[src/rtl/assert_macros.svh]
// ---------------------------------------------------------------------------
// assert_macros.svh
// Assertion shorthands for the concurrent checks of page_run_allocator.
// ---------------------------------------------------------------------------
`ifndef ASSERT_MACROS_SVH
`define ASSERT_MACROS_SVH

// Same-cycle implication, checked on every rising clock edge out of reset.
`define PRA_ASSERT_IMPLY(label, clk, rst_n, ante, cons) \
    label: assert property (@(posedge clk) disable iff (!(rst_n)) (ante) |-> (cons)) \
        else $error("page allocator check failed");

// Next-cycle implication.
`define PRA_ASSERT_NEXT(label, clk, rst_n, ante, cons) \
    label: assert property (@(posedge clk) disable iff (!(rst_n)) (ante) |=> (cons)) \
        else $error("page allocator check failed");

`endif

[src/rtl/pra_pkg.sv]
// ---------------------------------------------------------------------------
// pra_pkg
// Types and constants of the page run allocator.
// ---------------------------------------------------------------------------
package pra_pkg;

    localparam int NUM_PAGES  = 1024;
    localparam int PAGE_BYTES = 4096;
    localparam int PAGE_AW    = $clog2(NUM_PAGES);
    localparam int CNT_W      = PAGE_AW + 1;
    localparam int PAGE_SHIFT = $clog2(PAGE_BYTES);
    localparam int BYTES_W    = 23;
    localparam int PAGES_W    = BYTES_W + 1 - PAGE_SHIFT;

    localparam logic ACT_ALLOC = 1'b0;
    localparam logic ACT_FREE  = 1'b1;

    localparam logic MODE_NEXT_FIT = 1'b0;
    localparam logic MODE_BEST_FIT = 1'b1;

    typedef enum logic [1:0] {
        ST_OK     = 2'd0,
        ST_NO_RUN = 2'd1,
        ST_ZERO   = 2'd2
    } t_status;

    typedef struct packed {
        logic               action;
        logic [BYTES_W-1:0] request_bytes;
        logic [PAGE_AW-1:0] free_page_index;
    } t_in_req;

    typedef struct packed {
        t_status            status;
        logic [PAGE_AW-1:0] page_index;
        logic [CNT_W-1:0]   page_count;
    } t_out_rsp;

    typedef enum logic [2:0] {
        S_CLEAR,
        S_IDLE,
        S_DECODE,
        S_FREE_LD,
        S_FREE_CLR,
        S_SCAN,
        S_MARK,
        S_DONE
    } t_state;

    // controller to datapath
    typedef struct packed {
        logic    clear;
        logic    capture;
        logic    scan_init;
        logic    scan_restart;
        logic    scan;
        logic    len_load;
        logic    mark;
        logic    free_clr;
        logic    commit;
        logic    set_status;
        t_status status;
        logic    load_out;
    } t_cmd;

    // datapath to controller
    typedef struct packed {
        logic clear_last;
        logic is_free;
        logic size_zero;
        logic size_big;
        logic mode_best;
        logic found;
        logic scan_done;
        logic last_pass;
        logic mark_last;
        logic free_done;
        logic out_free;
    } t_stat;

endpackage

[src/rtl/pra_ctrl.sv]
// ---------------------------------------------------------------------------
// pra_ctrl
// Controller: sequences the clearing pass, request decode, bitmap scans,
// grant marking, block release and result hand-off.
// ---------------------------------------------------------------------------
module pra_ctrl (
    input  logic           i_clk,
    input  logic           i_rst_n,
    input  logic           i_in_valid,
    output logic           o_in_ready,
    input  pra_pkg::t_stat i_stat,
    output pra_pkg::t_cmd  o_cmd
);

    pra_pkg::t_state r_state, n_state;

    always_ff @(posedge i_clk) begin
        if (!i_rst_n) begin
            r_state <= pra_pkg::S_CLEAR;
        end else begin
            r_state <= n_state;
        end
    end

    always_comb begin
        n_state    = r_state;
        o_cmd      = '0;
        o_in_ready = 1'b0;

        unique case (r_state)
            pra_pkg::S_CLEAR: begin
                o_cmd.clear = 1'b1;
                if (i_stat.clear_last) begin
                    n_state = pra_pkg::S_IDLE;
                end
            end
            pra_pkg::S_IDLE: begin
                o_in_ready = 1'b1;
                if (i_in_valid) begin
                    o_cmd.capture = 1'b1;
                    n_state       = pra_pkg::S_DECODE;
                end
            end
            pra_pkg::S_DECODE: begin
                if (i_stat.is_free) begin
                    n_state = pra_pkg::S_FREE_LD;
                end else if (i_stat.size_zero) begin
                    o_cmd.set_status = 1'b1;
                    o_cmd.status     = pra_pkg::ST_ZERO;
                    n_state          = pra_pkg::S_DONE;
                end else if (i_stat.size_big) begin
                    o_cmd.set_status = 1'b1;
                    o_cmd.status     = pra_pkg::ST_NO_RUN;
                    n_state          = pra_pkg::S_DONE;
                end else begin
                    o_cmd.scan_init = 1'b1;
                    n_state         = pra_pkg::S_SCAN;
                end
            end
            pra_pkg::S_FREE_LD: begin
                o_cmd.len_load = 1'b1;
                n_state        = pra_pkg::S_FREE_CLR;
            end
            pra_pkg::S_FREE_CLR: begin
                if (i_stat.free_done) begin
                    o_cmd.set_status = 1'b1;
                    o_cmd.status     = pra_pkg::ST_OK;
                    n_state          = pra_pkg::S_DONE;
                end else begin
                    o_cmd.free_clr = 1'b1;
                end
            end
            pra_pkg::S_SCAN: begin
                // next fit stops on the first hit, best fit only at the heap end
                if (i_stat.found && (!i_stat.mode_best || i_stat.scan_done)) begin
                    n_state = pra_pkg::S_MARK;
                end else if (i_stat.scan_done) begin
                    if (i_stat.last_pass) begin
                        o_cmd.set_status = 1'b1;
                        o_cmd.status     = pra_pkg::ST_NO_RUN;
                        n_state          = pra_pkg::S_DONE;
                    end else begin
                        o_cmd.scan_restart = 1'b1;
                    end
                end else begin
                    o_cmd.scan = 1'b1;
                end
            end
            pra_pkg::S_MARK: begin
                o_cmd.mark = 1'b1;
                if (i_stat.mark_last) begin
                    o_cmd.commit     = 1'b1;
                    o_cmd.set_status = 1'b1;
                    o_cmd.status     = pra_pkg::ST_OK;
                    n_state          = pra_pkg::S_DONE;
                end
            end
            pra_pkg::S_DONE: begin
                if (i_stat.out_free) begin
                    o_cmd.load_out = 1'b1;
                    n_state        = pra_pkg::S_IDLE;
                end
            end
            default: begin
                n_state = pra_pkg::S_IDLE;
            end
        endcase
    end

endmodule

[config.mk]
export PLATFORM = sky130hd
export DESIGN_NAME = pra_ctrl
export DESIGN_NICKNAME = d
export VERILOG_FILES = /design/src/rtl/assert_macros.svh /design/src/rtl/pra_pkg.sv /design/src/rtl/pra_ctrl.sv
export SDC_FILE = /design/constraint.sdc
export NUM_CORES = 1
export LEC_CHECK = 0
export ABC_CLOCK_PERIOD_IN_PS = 1500
export BUFFER_PORTS_ARGS = -buffer_cell sky130_fd_sc_hd__buf_4
export CAP_MARGIN = 20
export CORE_AREA = 2 2 39 41
export DETAILED_ROUTE_END_ITERATION = 12
export DIE_AREA = 0 0 41 43
export HOLD_SLACK_MARGIN = 0.05
export SETUP_SLACK_MARGIN = 0.05
export SYNTH_ARGS = -nofsm -noshare
export SYNTH_HDL_FRONTEND = slang
export SYNTH_SLANG_ARGS = --single-unit
[constraint.sdc]
create_clock -name i_clk -period 1.5 [get_ports i_clk]
set_input_delay 0.075 -clock i_clk [delete_from_list [all_inputs] [get_ports i_clk]]
set_output_delay 0.075 -clock i_clk [all_outputs]
set_load 0.05 [all_outputs]
==> impl_results.md, run 1 <==
* Worst Tran Pin Value at 0.231 ns
* Buffers on Ports at 27
* Max Fanout on Critical Path at 4
* R2R cell count at 5
* Reg2reg start: r_state[1]$_SDFFE_PN0P_
* CP top delay family: simple AND/OR/NAND/NOR gates
* Final Max Tran Viols at 0
* Initial Util at 0.278
* Psw at 0.543 mW
* Ant diodes at 0
* Vias in the first global route at 465
* Buffers and inverters on the worst path at 1
* HP Start: i_rst_n
* Die Wd at 41 um
* Failing checks: setup timing
* Worst Skew at 0.00102 ns
* Pin count of the biggest net entering global routing at 15
* Worst path cell trace: or4_4 > nor3_4 > buf_6
* Sw frac at 0.498
* IO Pins at 28
* Register area at 66.3 sq um
* Critical path's slowest cell: or4_4
* Combinational share of power at 0.740
* DR WL/cell at 11.3 um
* CP Capture Type: output port
* Die area at 1760 sq um
* Tot Pwr at 1.09 mW
* First-pass GRT wire length at 1980 um
* Max reg flops at 3
* CP Class: reg2out
* DRT Pass-1 Iters at 4
* Core area at 1380 sq um
* Clk pin slew, worst setup/hold paths at 0.04 ns
* Max Cap Viol at 0
* Post-DRT Antenna Nets at 0
* Setup WS post-layout at -0.0328 ns
* Setup WS pre-CTS at 0.109 ns
* Internal Pwr Total at 0.547 mW
* Antenna violations before repair at 0
* Hold-fix buffers at CTS at 0
* Number of synthesis warnings at 0
* CP endpoint: o_cmd[10]
* LEAKAGE at 0.343 nW
* Routability Congestion at 0.756
* Synth cell types at 28
* Reg2reg end: r_state[1]$_SDFFE_PN0P_
* CP Depth at 3
* FF-to-FF setup slack at 0.26 ns
* Total Wirelength at 1210 um
* Worst hold path type: in2reg
* Cell Area, Synth at 385 sq um
* Total track usage at 0.159
* Clock power share at 0.132
* Max frequency at 652 MHz
* Part of the power in registers at 0.128
* Vias per cell at 4.87
* Num CTS Buffers at 3
* RSZ-0062 raised after global routing: yes
* Crit path DAT at 1.46 ns
* Clk root buf: clkbuf_4
* Power Dens Cells at 1400 nW/um^2
* CP startpoint kind: flip-flop
* Nets at 106
* Height of the die at 43 um
* Worst VDD drop at 0.910 mV
* CTS tree: built
* Fill count at 141
* DRC Markers at 0
* Setup Viol. Count Final at 3
* Final Hold Fails at 0
* Seq cells post-synth at 3
* Seq/Total Area, Yosys at 0.156
* Final worst-path cycle share at 1.02
* Area of the multi-input gates at 352 sq um
* Clk sinks at 3
* H-Tree Depth at 1
* Reg with most FFs: r_state
* Worst path max stage delay at 0.58 ns
* Global route overflow at 0
* Initial DRC Count at 7
* Max Root-Sink Buffers at 2
* Skew-Pair Late Insertion Delay at 0.23 ns
* Via count at 521
* Crit path from: r_state[2]$_SDFFE_PN0P_
* Average size of a mapped cell at 6.88 sq um
* Syn nets at 70
* Layout cells sized above 1 at 0.582
* Cells after synthesis at 56
* Hpwl dp at 923 um
* Slew Limit Headroom at 0.845
* Syn-to-layout area delta at 102%
* WP data required at 1.42 ns
* Cell row count at 14
* Period minus WS final at 1.53 ns
* Status: finished, violations left
* Largest regs: r_state (3)
==> layout by cell type, fill, tap and decap left out, types with 2 or more instances in the layout <==
| cell type | instances |
|---|---|
| nand2b_1 | 2 |
| nand3b_1 | 2 |
| dfxtp_2 | 2 |
| o21ai_0 | 2 |
| and2_1 | 2 |
| nor2_1 | 6 |
| buf_8 | 2 |
| nand2_1 | 6 |
| nor3b_2 | 2 |
| nor3_2 | 2 |
| inv_1 | 3 |
| nor3b_1 | 2 |
| nor2_2 | 3 |
| o32ai_1 | 2 |
| buf_4 | 26 |
| clkbuf_4 | 3 |
| buf_6 | 7 |
| mux2i_1 | 2 |
==> metrics by stage <==
stage / setup TNS (ns) / hold WS, ns / std cells / instance area (sq um) / utilization
2_1_floorplan: -0.0893 / 0.213 / 56 / 435 / -
3_3_place_gp: 0 / 0.366 / 99 / 661 / 0.477
3_5_place_dp: 0 / 0.363 / 99 / 661 / 0.477
4_1_cts: -0.100 / 0.123 / 107 / 757 / 0.547
5_1_grt: -0.312 / 0.144 / 107 / 779 / 0.563
6_report: -0.0893 / 0.121 / 107 / 779 / 0.563
==> power groups by stage <==
stage                     Sequential [mW]  Clock [mW]  Combinational, mW
after detailed placement            0.137           0              0.709
after global placement              0.137           0              0.706
after floorplan                     0.120           0              0.545
final                               0.139       0.144              0.807
after CTS                           0.137       0.144              0.788
after global routing                0.143       0.155              0.868
==> layout make-up <==
class | count | share of cell area
Sequential cell | 3 | 0.0851
Tap cell | 16 | 0.0257
Inverter | 3 | 0.0144
Timing Repair Buffer | 35 | 0.390
Multi-Input combinational cell | 46 | 0.451
Clock buffer | 4 | 0.0337
==> Yosys cell counts <==
| cell | n | area (sq um) |
|---|---|---|
| inv_1 | 3 | 11.3 |
| o21bai_1 | 1 | 7.51 |
| a21o_1 | 1 | 7.51 |
| and3_1 | 1 | 6.26 |
| o32ai_1 | 2 | 17.5 |
| o31a_1 | 1 | 8.76 |
| o21ai_1 | 1 | 5.00 |
| nand3b_1 | 2 | 15.0 |
| buf_2 | 1 | 5.00 |
| and2_1 | 2 | 12.5 |
| buf_6 | 1 | 11.3 |
| dfxtp_1 | 3 | 60.1 |
| o21ai_0 | 2 | 10.0 |
| clkbuf_1 | 1 | 3.75 |
| buf_4 | 1 | 7.51 |
| o2111ai_1 | 1 | 8.76 |
| a21boi_0 | 1 | 7.51 |
| nor2_1 | 9 | 33.8 |
| nor3_1 | 3 | 15.0 |
| nand2b_1 | 2 | 12.5 |
| nand3_1 | 1 | 5.00 |
| mux2i_1 | 2 | 20.0 |
| nor3b_1 | 4 | 30.0 |
| or4_4 | 1 | 11.3 |
| nand2_1 | 6 | 22.5 |
| nor4b_2 | 1 | 15.0 |
| nor3_2 | 1 | 10.0 |
| a21oi_1 | 1 | 5.00 |
==> worst min path at each step <==
stage / cells after the start / to / slack (ns)
floorplan: 1 / o_cmd[10] / 0.21
global placement: 3 / r_state[0]$_SDFFE_PN0P_ / 0.37
detailed placement: 3 / r_state[0]$_SDFFE_PN0P_ / 0.36
CTS: 3 / r_state[0]$_SDFFE_PN0P_ / 0.12
global route: 2 / r_state[2]$_SDFFE_PN0P_ / 0.14
finish: 3 / r_state[0]$_SDFFE_PN0P_ / 0.12
==> cell families (layout without fill, tap and decap cells) <==
kind of cell	Yosys count	count (layout)	synth area share
buffers and inverters	7	42	0.101
AOI/OAI and AO/OA	11	11	0.201
and+or+nand+nor	33	33	0.490
DFF	3	3	0.156
muxes	2	2	0.0520
==> worst register-to-register path, stage by stage (launching register included) <==
cell and delay (ns):
dfxtp_2 0.31, buf_6 0.12, nand3b_1 0.18, a21o_1 0.20, o21ai_0 0.19, o32ai_1 0.11
==> timing repair <==
action                     in CTS  in global routing
pin swaps                       4                  1
gates cloned                    0                  0
setup endpoints to repair       6                 10
gates resized for setup        11                  7
setup buffers                   4                  0
==> metal layers <==
layer	vias to the layer above	track usage	wire length, um
met2	18	0.238	607
met3	2	0.0209	80
met5	-	0	0
met4	0	0.0600	11
li1	269	-	-
met1	232	0.224	509
No activity file was read; power rests on OpenSTA's default activity.
==> run 2, diff against run 1 <==
Settings changed: ABC_AREA set to 1, PLACE_DENSITY set to 0.67.
==> run 2 against run 1 <==
Net effect: the run now ends clean; register-to-register slack about the same; final cell count grew 21%; highest routed layer unchanged; combinational power up 39%; sequential share of layout area increased by 0.90 points; core utilization is 1.5 points lower; wire length up 4.0%; clock skew increased by 0.0058 ns.
==> impl_results.md, run 2 <==
* Final Hold Fails at 0
* Max Root-Sink Buffers at 2
* HP Start: i_rst_n
* Pin count of the biggest net entering global routing at 10
* Height of the die at 43 um
* Hold-fix buffers at CTS at 0
* Area contributors post-synth: nor2_1 (14%), dfxtp_1 (13%), nand2_1 (11%)
* CP Class: reg2out
* Worst path max stage delay at 0.38 ns
* Synth top cells by count: nor2_1 (17), nand2_1 (14), inv_1 (13), nand3_1 (9), nor2_2 (4)
* Post-synth EDFFs at 0
* Synth area leader: nor2_1
* DRT Pass-1 Iters at 4
* Max Fanout on Critical Path at 9
* Seq cells post-synth at 3
* Clk sinks at 3
* Initial Util at 0.338
* Worst VDD drop at 1.22 mV
* Post-Place Cells at 125
* Hold EP: r_state[1]$_SDFFE_PN0P_
* RSZ-0062 raised after global routing: no
* Fin area at 758 sq um
* Reg2reg start: r_state[1]$_SDFFE_PN0P_
* CP top delay family: flip-flops
* Critical path's slowest cell: dfxtp_4
* Worst path cell trace: clkinv_2 > nand2_4 > nor2_4 > nand4_1 > o2111ai_2 > buf_6
* Final Max Tran Viols at 0
* Cell row count at 14
* Setup Viol. Count Final at 0
* Synth Flop Type: dfxtp_1
* Final worst-path cycle share at 0.923
* Clk pin slew, worst setup/hold paths at 0.04 ns
* Top-count cell post-synth: nor2_1
* Share of the synthesized area in the top cell type at 0.136
* Reg with most FFs: r_state
* Total Wirelength at 1260 um
* Cell Area, Synth at 468 sq um
* Leading cell type in the layout, fill and taps excluded: buf_4
* Worst hold path type: in2reg
* Sw frac at 0.589
* Clk root buf: clkbuf_4
* GRT met1 Usage at 0.208
* Crit path from: r_state[1]$_SDFFE_PN0P_
* Largest regs: r_state (3)
* CP Capture Type: output port
* Average size of a mapped cell at 5.64 sq um
* CP startpoint kind: flip-flop
* Core area at 1380 sq um
* Psw at 0.896 mW
* Die area at 1760 sq um
* Reg2reg end: r_state[2]$_SDFFE_PN0P_
* Post-DP Area at 696 sq um
* Antenna violations before repair at 0
* Tot Pwr at 1.52 mW
* IO Pins at 28
* Worst Tran Pin Value at 0.195 ns
* Num CTS Buffers at 3
* DR WL/cell at 9.73 um
* Max reg flops at 3
* Fill count at 138
* Die Wd at 41 um
* R2R cell count at 8
* Most frequent cells in the layout: buf_4 (28), nand2_1 (14), nor2_1 (14)
* Slew Limit Headroom at 0.870
* Seq/Total Area, Yosys at 0.128
* Hold Path Depth at 3
* Part of the power in registers at 0.165
* Power Dens Cells at 2010 nW/um^2
* Vias in the first global route at 497
* Period minus WS final at 1.38 ns
* Vias per cell at 4.78
* Routability Congestion at 0.763
* Nets at 128
* LEAKAGE at 0.420 nW
* Synth cell types at 19
* Initial DRC Count at 18
* WP data required at 1.42 ns
* CTS tree: built
* Ant diodes at 0
* Global route overflow at 0
* Clock power share at 0.096
* Combinational share of power at 0.738
* FF-to-FF setup slack at 0.26 ns
* Layout cells sized above 1 at 0.522
* GRT busiest layer: met2
* Grt met2 use at 0.231
* Internal Pwr Total at 0.626 mW
* Met3 Usage GRT at 0.0314
* Syn-to-layout area delta at 62.0%
* Via count at 616
* DRC Markers at 0
* Buffers and inverters on the worst path at 2
* Number of synthesis warnings at 0
* Max Cap Viol at 0
* Post-route insts no fill at 129
* Cells after synthesis at 83
* Max frequency at 722 MHz
* Worst Skew at 0.00678 ns
* Hpwl dp at 982 um
* Post-DRT Antenna Nets at 0
* Total track usage at 0.157
* Crit path DAT at 1.31 ns
* Status: completed
* Syn nets at 97
* Post-synth ARST share at 0
* First-pass GRT wire length at 1900 um
* Skew-Pair Late Insertion Delay at 0.24 ns
* Buffers on Ports at 27
* H-Tree Depth at 1
-- run 2: per-layer routing --
layer  part of all wire  wire length (um)
met5                  0                 0
met4              0.018                22
met3              0.061                76
met2               0.49               615
met1               0.43               540
-- run 2: how the worst max path moves through the flow --
stage               end  slack [ns]  depth (start not counted)
5_1_grt        o_cmd[3]        0.05                          6
6_report       o_cmd[3]        0.12                          6
3_5_place_dp   o_cmd[3]        0.18                          3
3_3_place_gp   o_cmd[3]        0.20                          5
2_1_floorplan  o_cmd[3]       -0.14                          4
4_1_cts        o_cmd[3]        0.07                          6
-- run 2: repair_timing --
action	4_1_cts	5_1_grt
buffers inserted	0	0
pin swaps	1	0
gates cloned	0	0
resized for setup	6	5
setup endpoints to repair	5	1
-- run 2: kinds of logic after synthesis --
logic type,share of synthesized area
AOI/OAI and AO/OA,0.0428
buffers and inverters,0.203
DFF,0.128
and+or+nand+nor,0.626
-- run 2: worst reg2reg max path: stages (launching register included) --
cell     delay, ns
dfxtp_4       0.38
nor2_2        0.20
nand3_1       0.13
nand2_2       0.11
inv_1         0.04
nand2_1       0.08
nor2_2        0.06
nor2_1        0.09
nor2_1        0.05
-- run 2: per-stage QoR --
step,util,TNS [ns],hold WS [ns],setup WS (ns)
CTS,0.532,0,0.0780,0.0722
global placement,0.503,0,0.315,0.198
floorplan,-,-0.143,0.196,-0.143
detailed placement,0.503,0,0.323,0.178
global route,0.548,0,0.0786,0.0494
finish,0.548,0,0.0766,0.115
-- run 2: area by class of cell --
type                       count  area (sq um)  share of cell area
multi-input combinational     61           358               0.472
sequential                     3          71.3              0.0941
timing repair buffer          29           221               0.292
inverter                      16          61.3              0.0809
tap                           16          20.0              0.0264
clock buffer                   4          26.3              0.0347
-- run 2: power by group through the flow --
stage                     logic (mW)  registers (mW)  clock network, mW
after floorplan                0.924           0.151                  0
final                           1.12           0.252              0.147
after CTS                       1.09           0.237              0.146
after global placement          1.07           0.214                  0
after global routing            1.21           0.261              0.156
after detailed placement        1.07           0.217                  0
==> run 3, diff against run 2 <==
Settings changed: GPL_TIMING_DRIVEN set to 0.
==> run 3 against run 2 <==
Net effect: first-iteration DRC count down 39%; global-route usage increased by 0.43 points; critical path depth increased by 1; final cell count rose by 5.4%; combinational power up 18%; register-to-register slack worse by 0.11 ns; power up 7.8%; flip-flop and latch count unchanged; non-clock buffer count increased by 7.
==> impl_results.md, run 3 (same netlist as run 2, synthesis figures left out) <==
* Total Wirelength at 1270 um
* Hpwl dp at 990 um
* Final worst-path cycle share at 0.971
* Hold EP: r_state[2]$_SDFFE_PN0P_
* HP Start: i_rst_n
* Slew Limit Headroom at 0.870
* Clk pin slew, worst setup/hold paths at 0.04 ns
* Via count at 647
* Buffers on Ports at 27
* Critical path's slowest cell: dfxtp_2
* Post-DP Area at 714 sq um
* Core area at 1380 sq um
* CP startpoint kind: flip-flop
* Pin count of the biggest net entering global routing at 11
* CP top delay family: buffers and inverters
* Period minus WS final at 1.46 ns
* Worst Tran Pin Value at 0.195 ns
* Leading cell type in the layout, fill and taps excluded: buf_4
* Worst path cell trace: buf_6 > inv_4 > nand2_4 > nor2_4 > nand4_1 > o2111ai_1 > buf_4
* Layout cells sized above 1 at 0.542
* Power Dens Cells at 2000 nW/um^2
* Final TNS setup at 0 ns
* LEAKAGE at 0.451 nW
* Worst hold path type: in2reg
* Reg2reg start: r_state[1]$_SDFFE_PN0P_
* R2R cell count at 12
* Initial Util at 0.338
* DRC Markers at 0
* Max reg flops at 3
* Antenna violations before repair at 0
* Buffers and inverters on the worst path at 3
* Routability Congestion at 0.776
* H-Tree Depth at 1
* DR WL/cell at 9.33 um
* Largest regs: r_state (3)
* CTS tree: built
* Max Root-Sink Buffers at 2
* Initial DRC Count at 11
* Vias per cell at 4.76
* Max Fanout on Critical Path at 5
* Worst path max stage delay at 0.31 ns
* Tot Pwr at 1.64 mW
* WP data required at 1.42 ns
* Clk sinks at 3
* Nets at 135
* Final Hold Fails at 0
* Max frequency at 686 MHz
* Height of the die at 43 um
* Hold Path Depth at 3
* Global route overflow at 0
* First-pass GRT wire length at 2010 um
* Worst Skew at 0.00565 ns
* Skew-Pair Late Insertion Delay at 0.24 ns
* Most frequent cells in the layout: buf_4 (29), nor2_1 (14), nand2_1 (13), inv_1 (13), nand3_1 (8)
* Cell row count at 14
* FF-to-FF setup slack at 0.15 ns
* DRT Pass-1 Iters at 4
* RSZ-0062 raised after global routing: yes
* Reg with most FFs: r_state
* Reg2reg end: r_state[1]$_SDFFE_PN0P_
* Ant diodes at 0
* Num CTS Buffers at 3
* Final Max Tran Viols at 0
* Syn-to-layout area delta at 75.1%
* Crit path DAT at 1.38 ns
* Status: completed
* Worst VDD drop at 1.20 mV
* IO Pins at 28
* Die area at 1760 sq um
* Setup Viol. Count Final at 0
* CP Capture Type: output port
* Post-DRT Antenna Nets at 0
* Max Cap Viol at 0
* Hold-fix buffers at CTS at 0
* Vias in the first global route at 518
* Fin area at 820 sq um
* CP Class: reg2out
* Total track usage at 0.162
* Clk root buf: clkbuf_4
* Die Wd at 41 um
[run 3: cell count changes in the layout (fill, tap and decap cells not counted), sizes merged]
| cell | before | now |
|---|---|---|
| buf | 29 | 36 |
| clkinv | 1 | 0 |
| inv | 15 | 16 |
[run 3: final cells by class]
class                   count  area (sq um)
well taps                  16          20.0
multi-input cells          61           358
clock buffers               4          26.3
repair buffers             33           256
inverters                  16          62.6
fillers                   133           564
flip-flops and latches      3          62.6
plain buffers               3          33.8
[run 3: worst register-to-register path: stages, from the launching register on]
cell and delay (ns):
dfxtp_2 0.31, buf_6 0.13, inv_4 0.05, nand2_4 0.05, buf_4 0.13, buf_4 0.13, nor2_4 0.08, nand2_2 0.05
nand2_2 0.08, inv_1 0.06, nand3_1 0.07, nand2_1 0.05, nor2_1 0.08
[run 3: per-layer routing]
layer	vias up	wire, um	GRT usage
li1	335	-	-
met1	294	523	0.209
met2	16	677	0.263
met3	2	52	0
met4	0	15	0.0800
met5	-	0	0
[run 3: report_power, final]
part	leakage, nW	switching, mW	total, mW	internal, mW
clock network	0.0150	0.0500	0.150	0.100
registers	0.0256	0.0410	0.167	0.126
logic	0.410	0.833	1.32	0.490
total	0.451	0.925	1.64	0.716
[run 3: how the worst max path moves through the flow]
stage	from	to	slack [ns]	cells after the start
detailed placement	r_state[0]$_SDFFE_PN0P_	o_cmd[3]	0.20	5
floorplan	r_state[0]$_SDFFE_PN0P_	o_cmd[3]	-0.14	4
global route	r_state[0]$_SDFFE_PN0P_	o_cmd[3]	-0.03	5
finish	r_state[1]$_SDFFE_PN0P_	o_cmd[3]	0.04	7
CTS	r_state[1]$_SDFFE_PN0P_	o_cmd[3]	0.02	7
global placement	r_state[0]$_SDFFE_PN0P_	o_cmd[3]	0.21	5
[run 3: through the flow]
stage / util / hold WS, ns / setup slack [ns] / cells
2_1_floorplan: - / 0.196 / -0.143 / 83
3_3_place_gp: 0.516 / 0.319 / 0.206 / 126
3_5_place_dp: 0.516 / 0.322 / 0.196 / 126
4_1_cts: 0.547 / 0.0694 / 0.0202 / 131
5_1_grt: 0.592 / 0.0873 / -0.0251 / 136
6_report: 0.592 / 0.0722 / 0.0432 / 136
[run 3: what timing repair did]
item,CTS,global route
resized for setup,3,8
setup endpoints to repair,3,3
buffers inserted,1,4
gates cloned,0,1
pin swaps,1,1
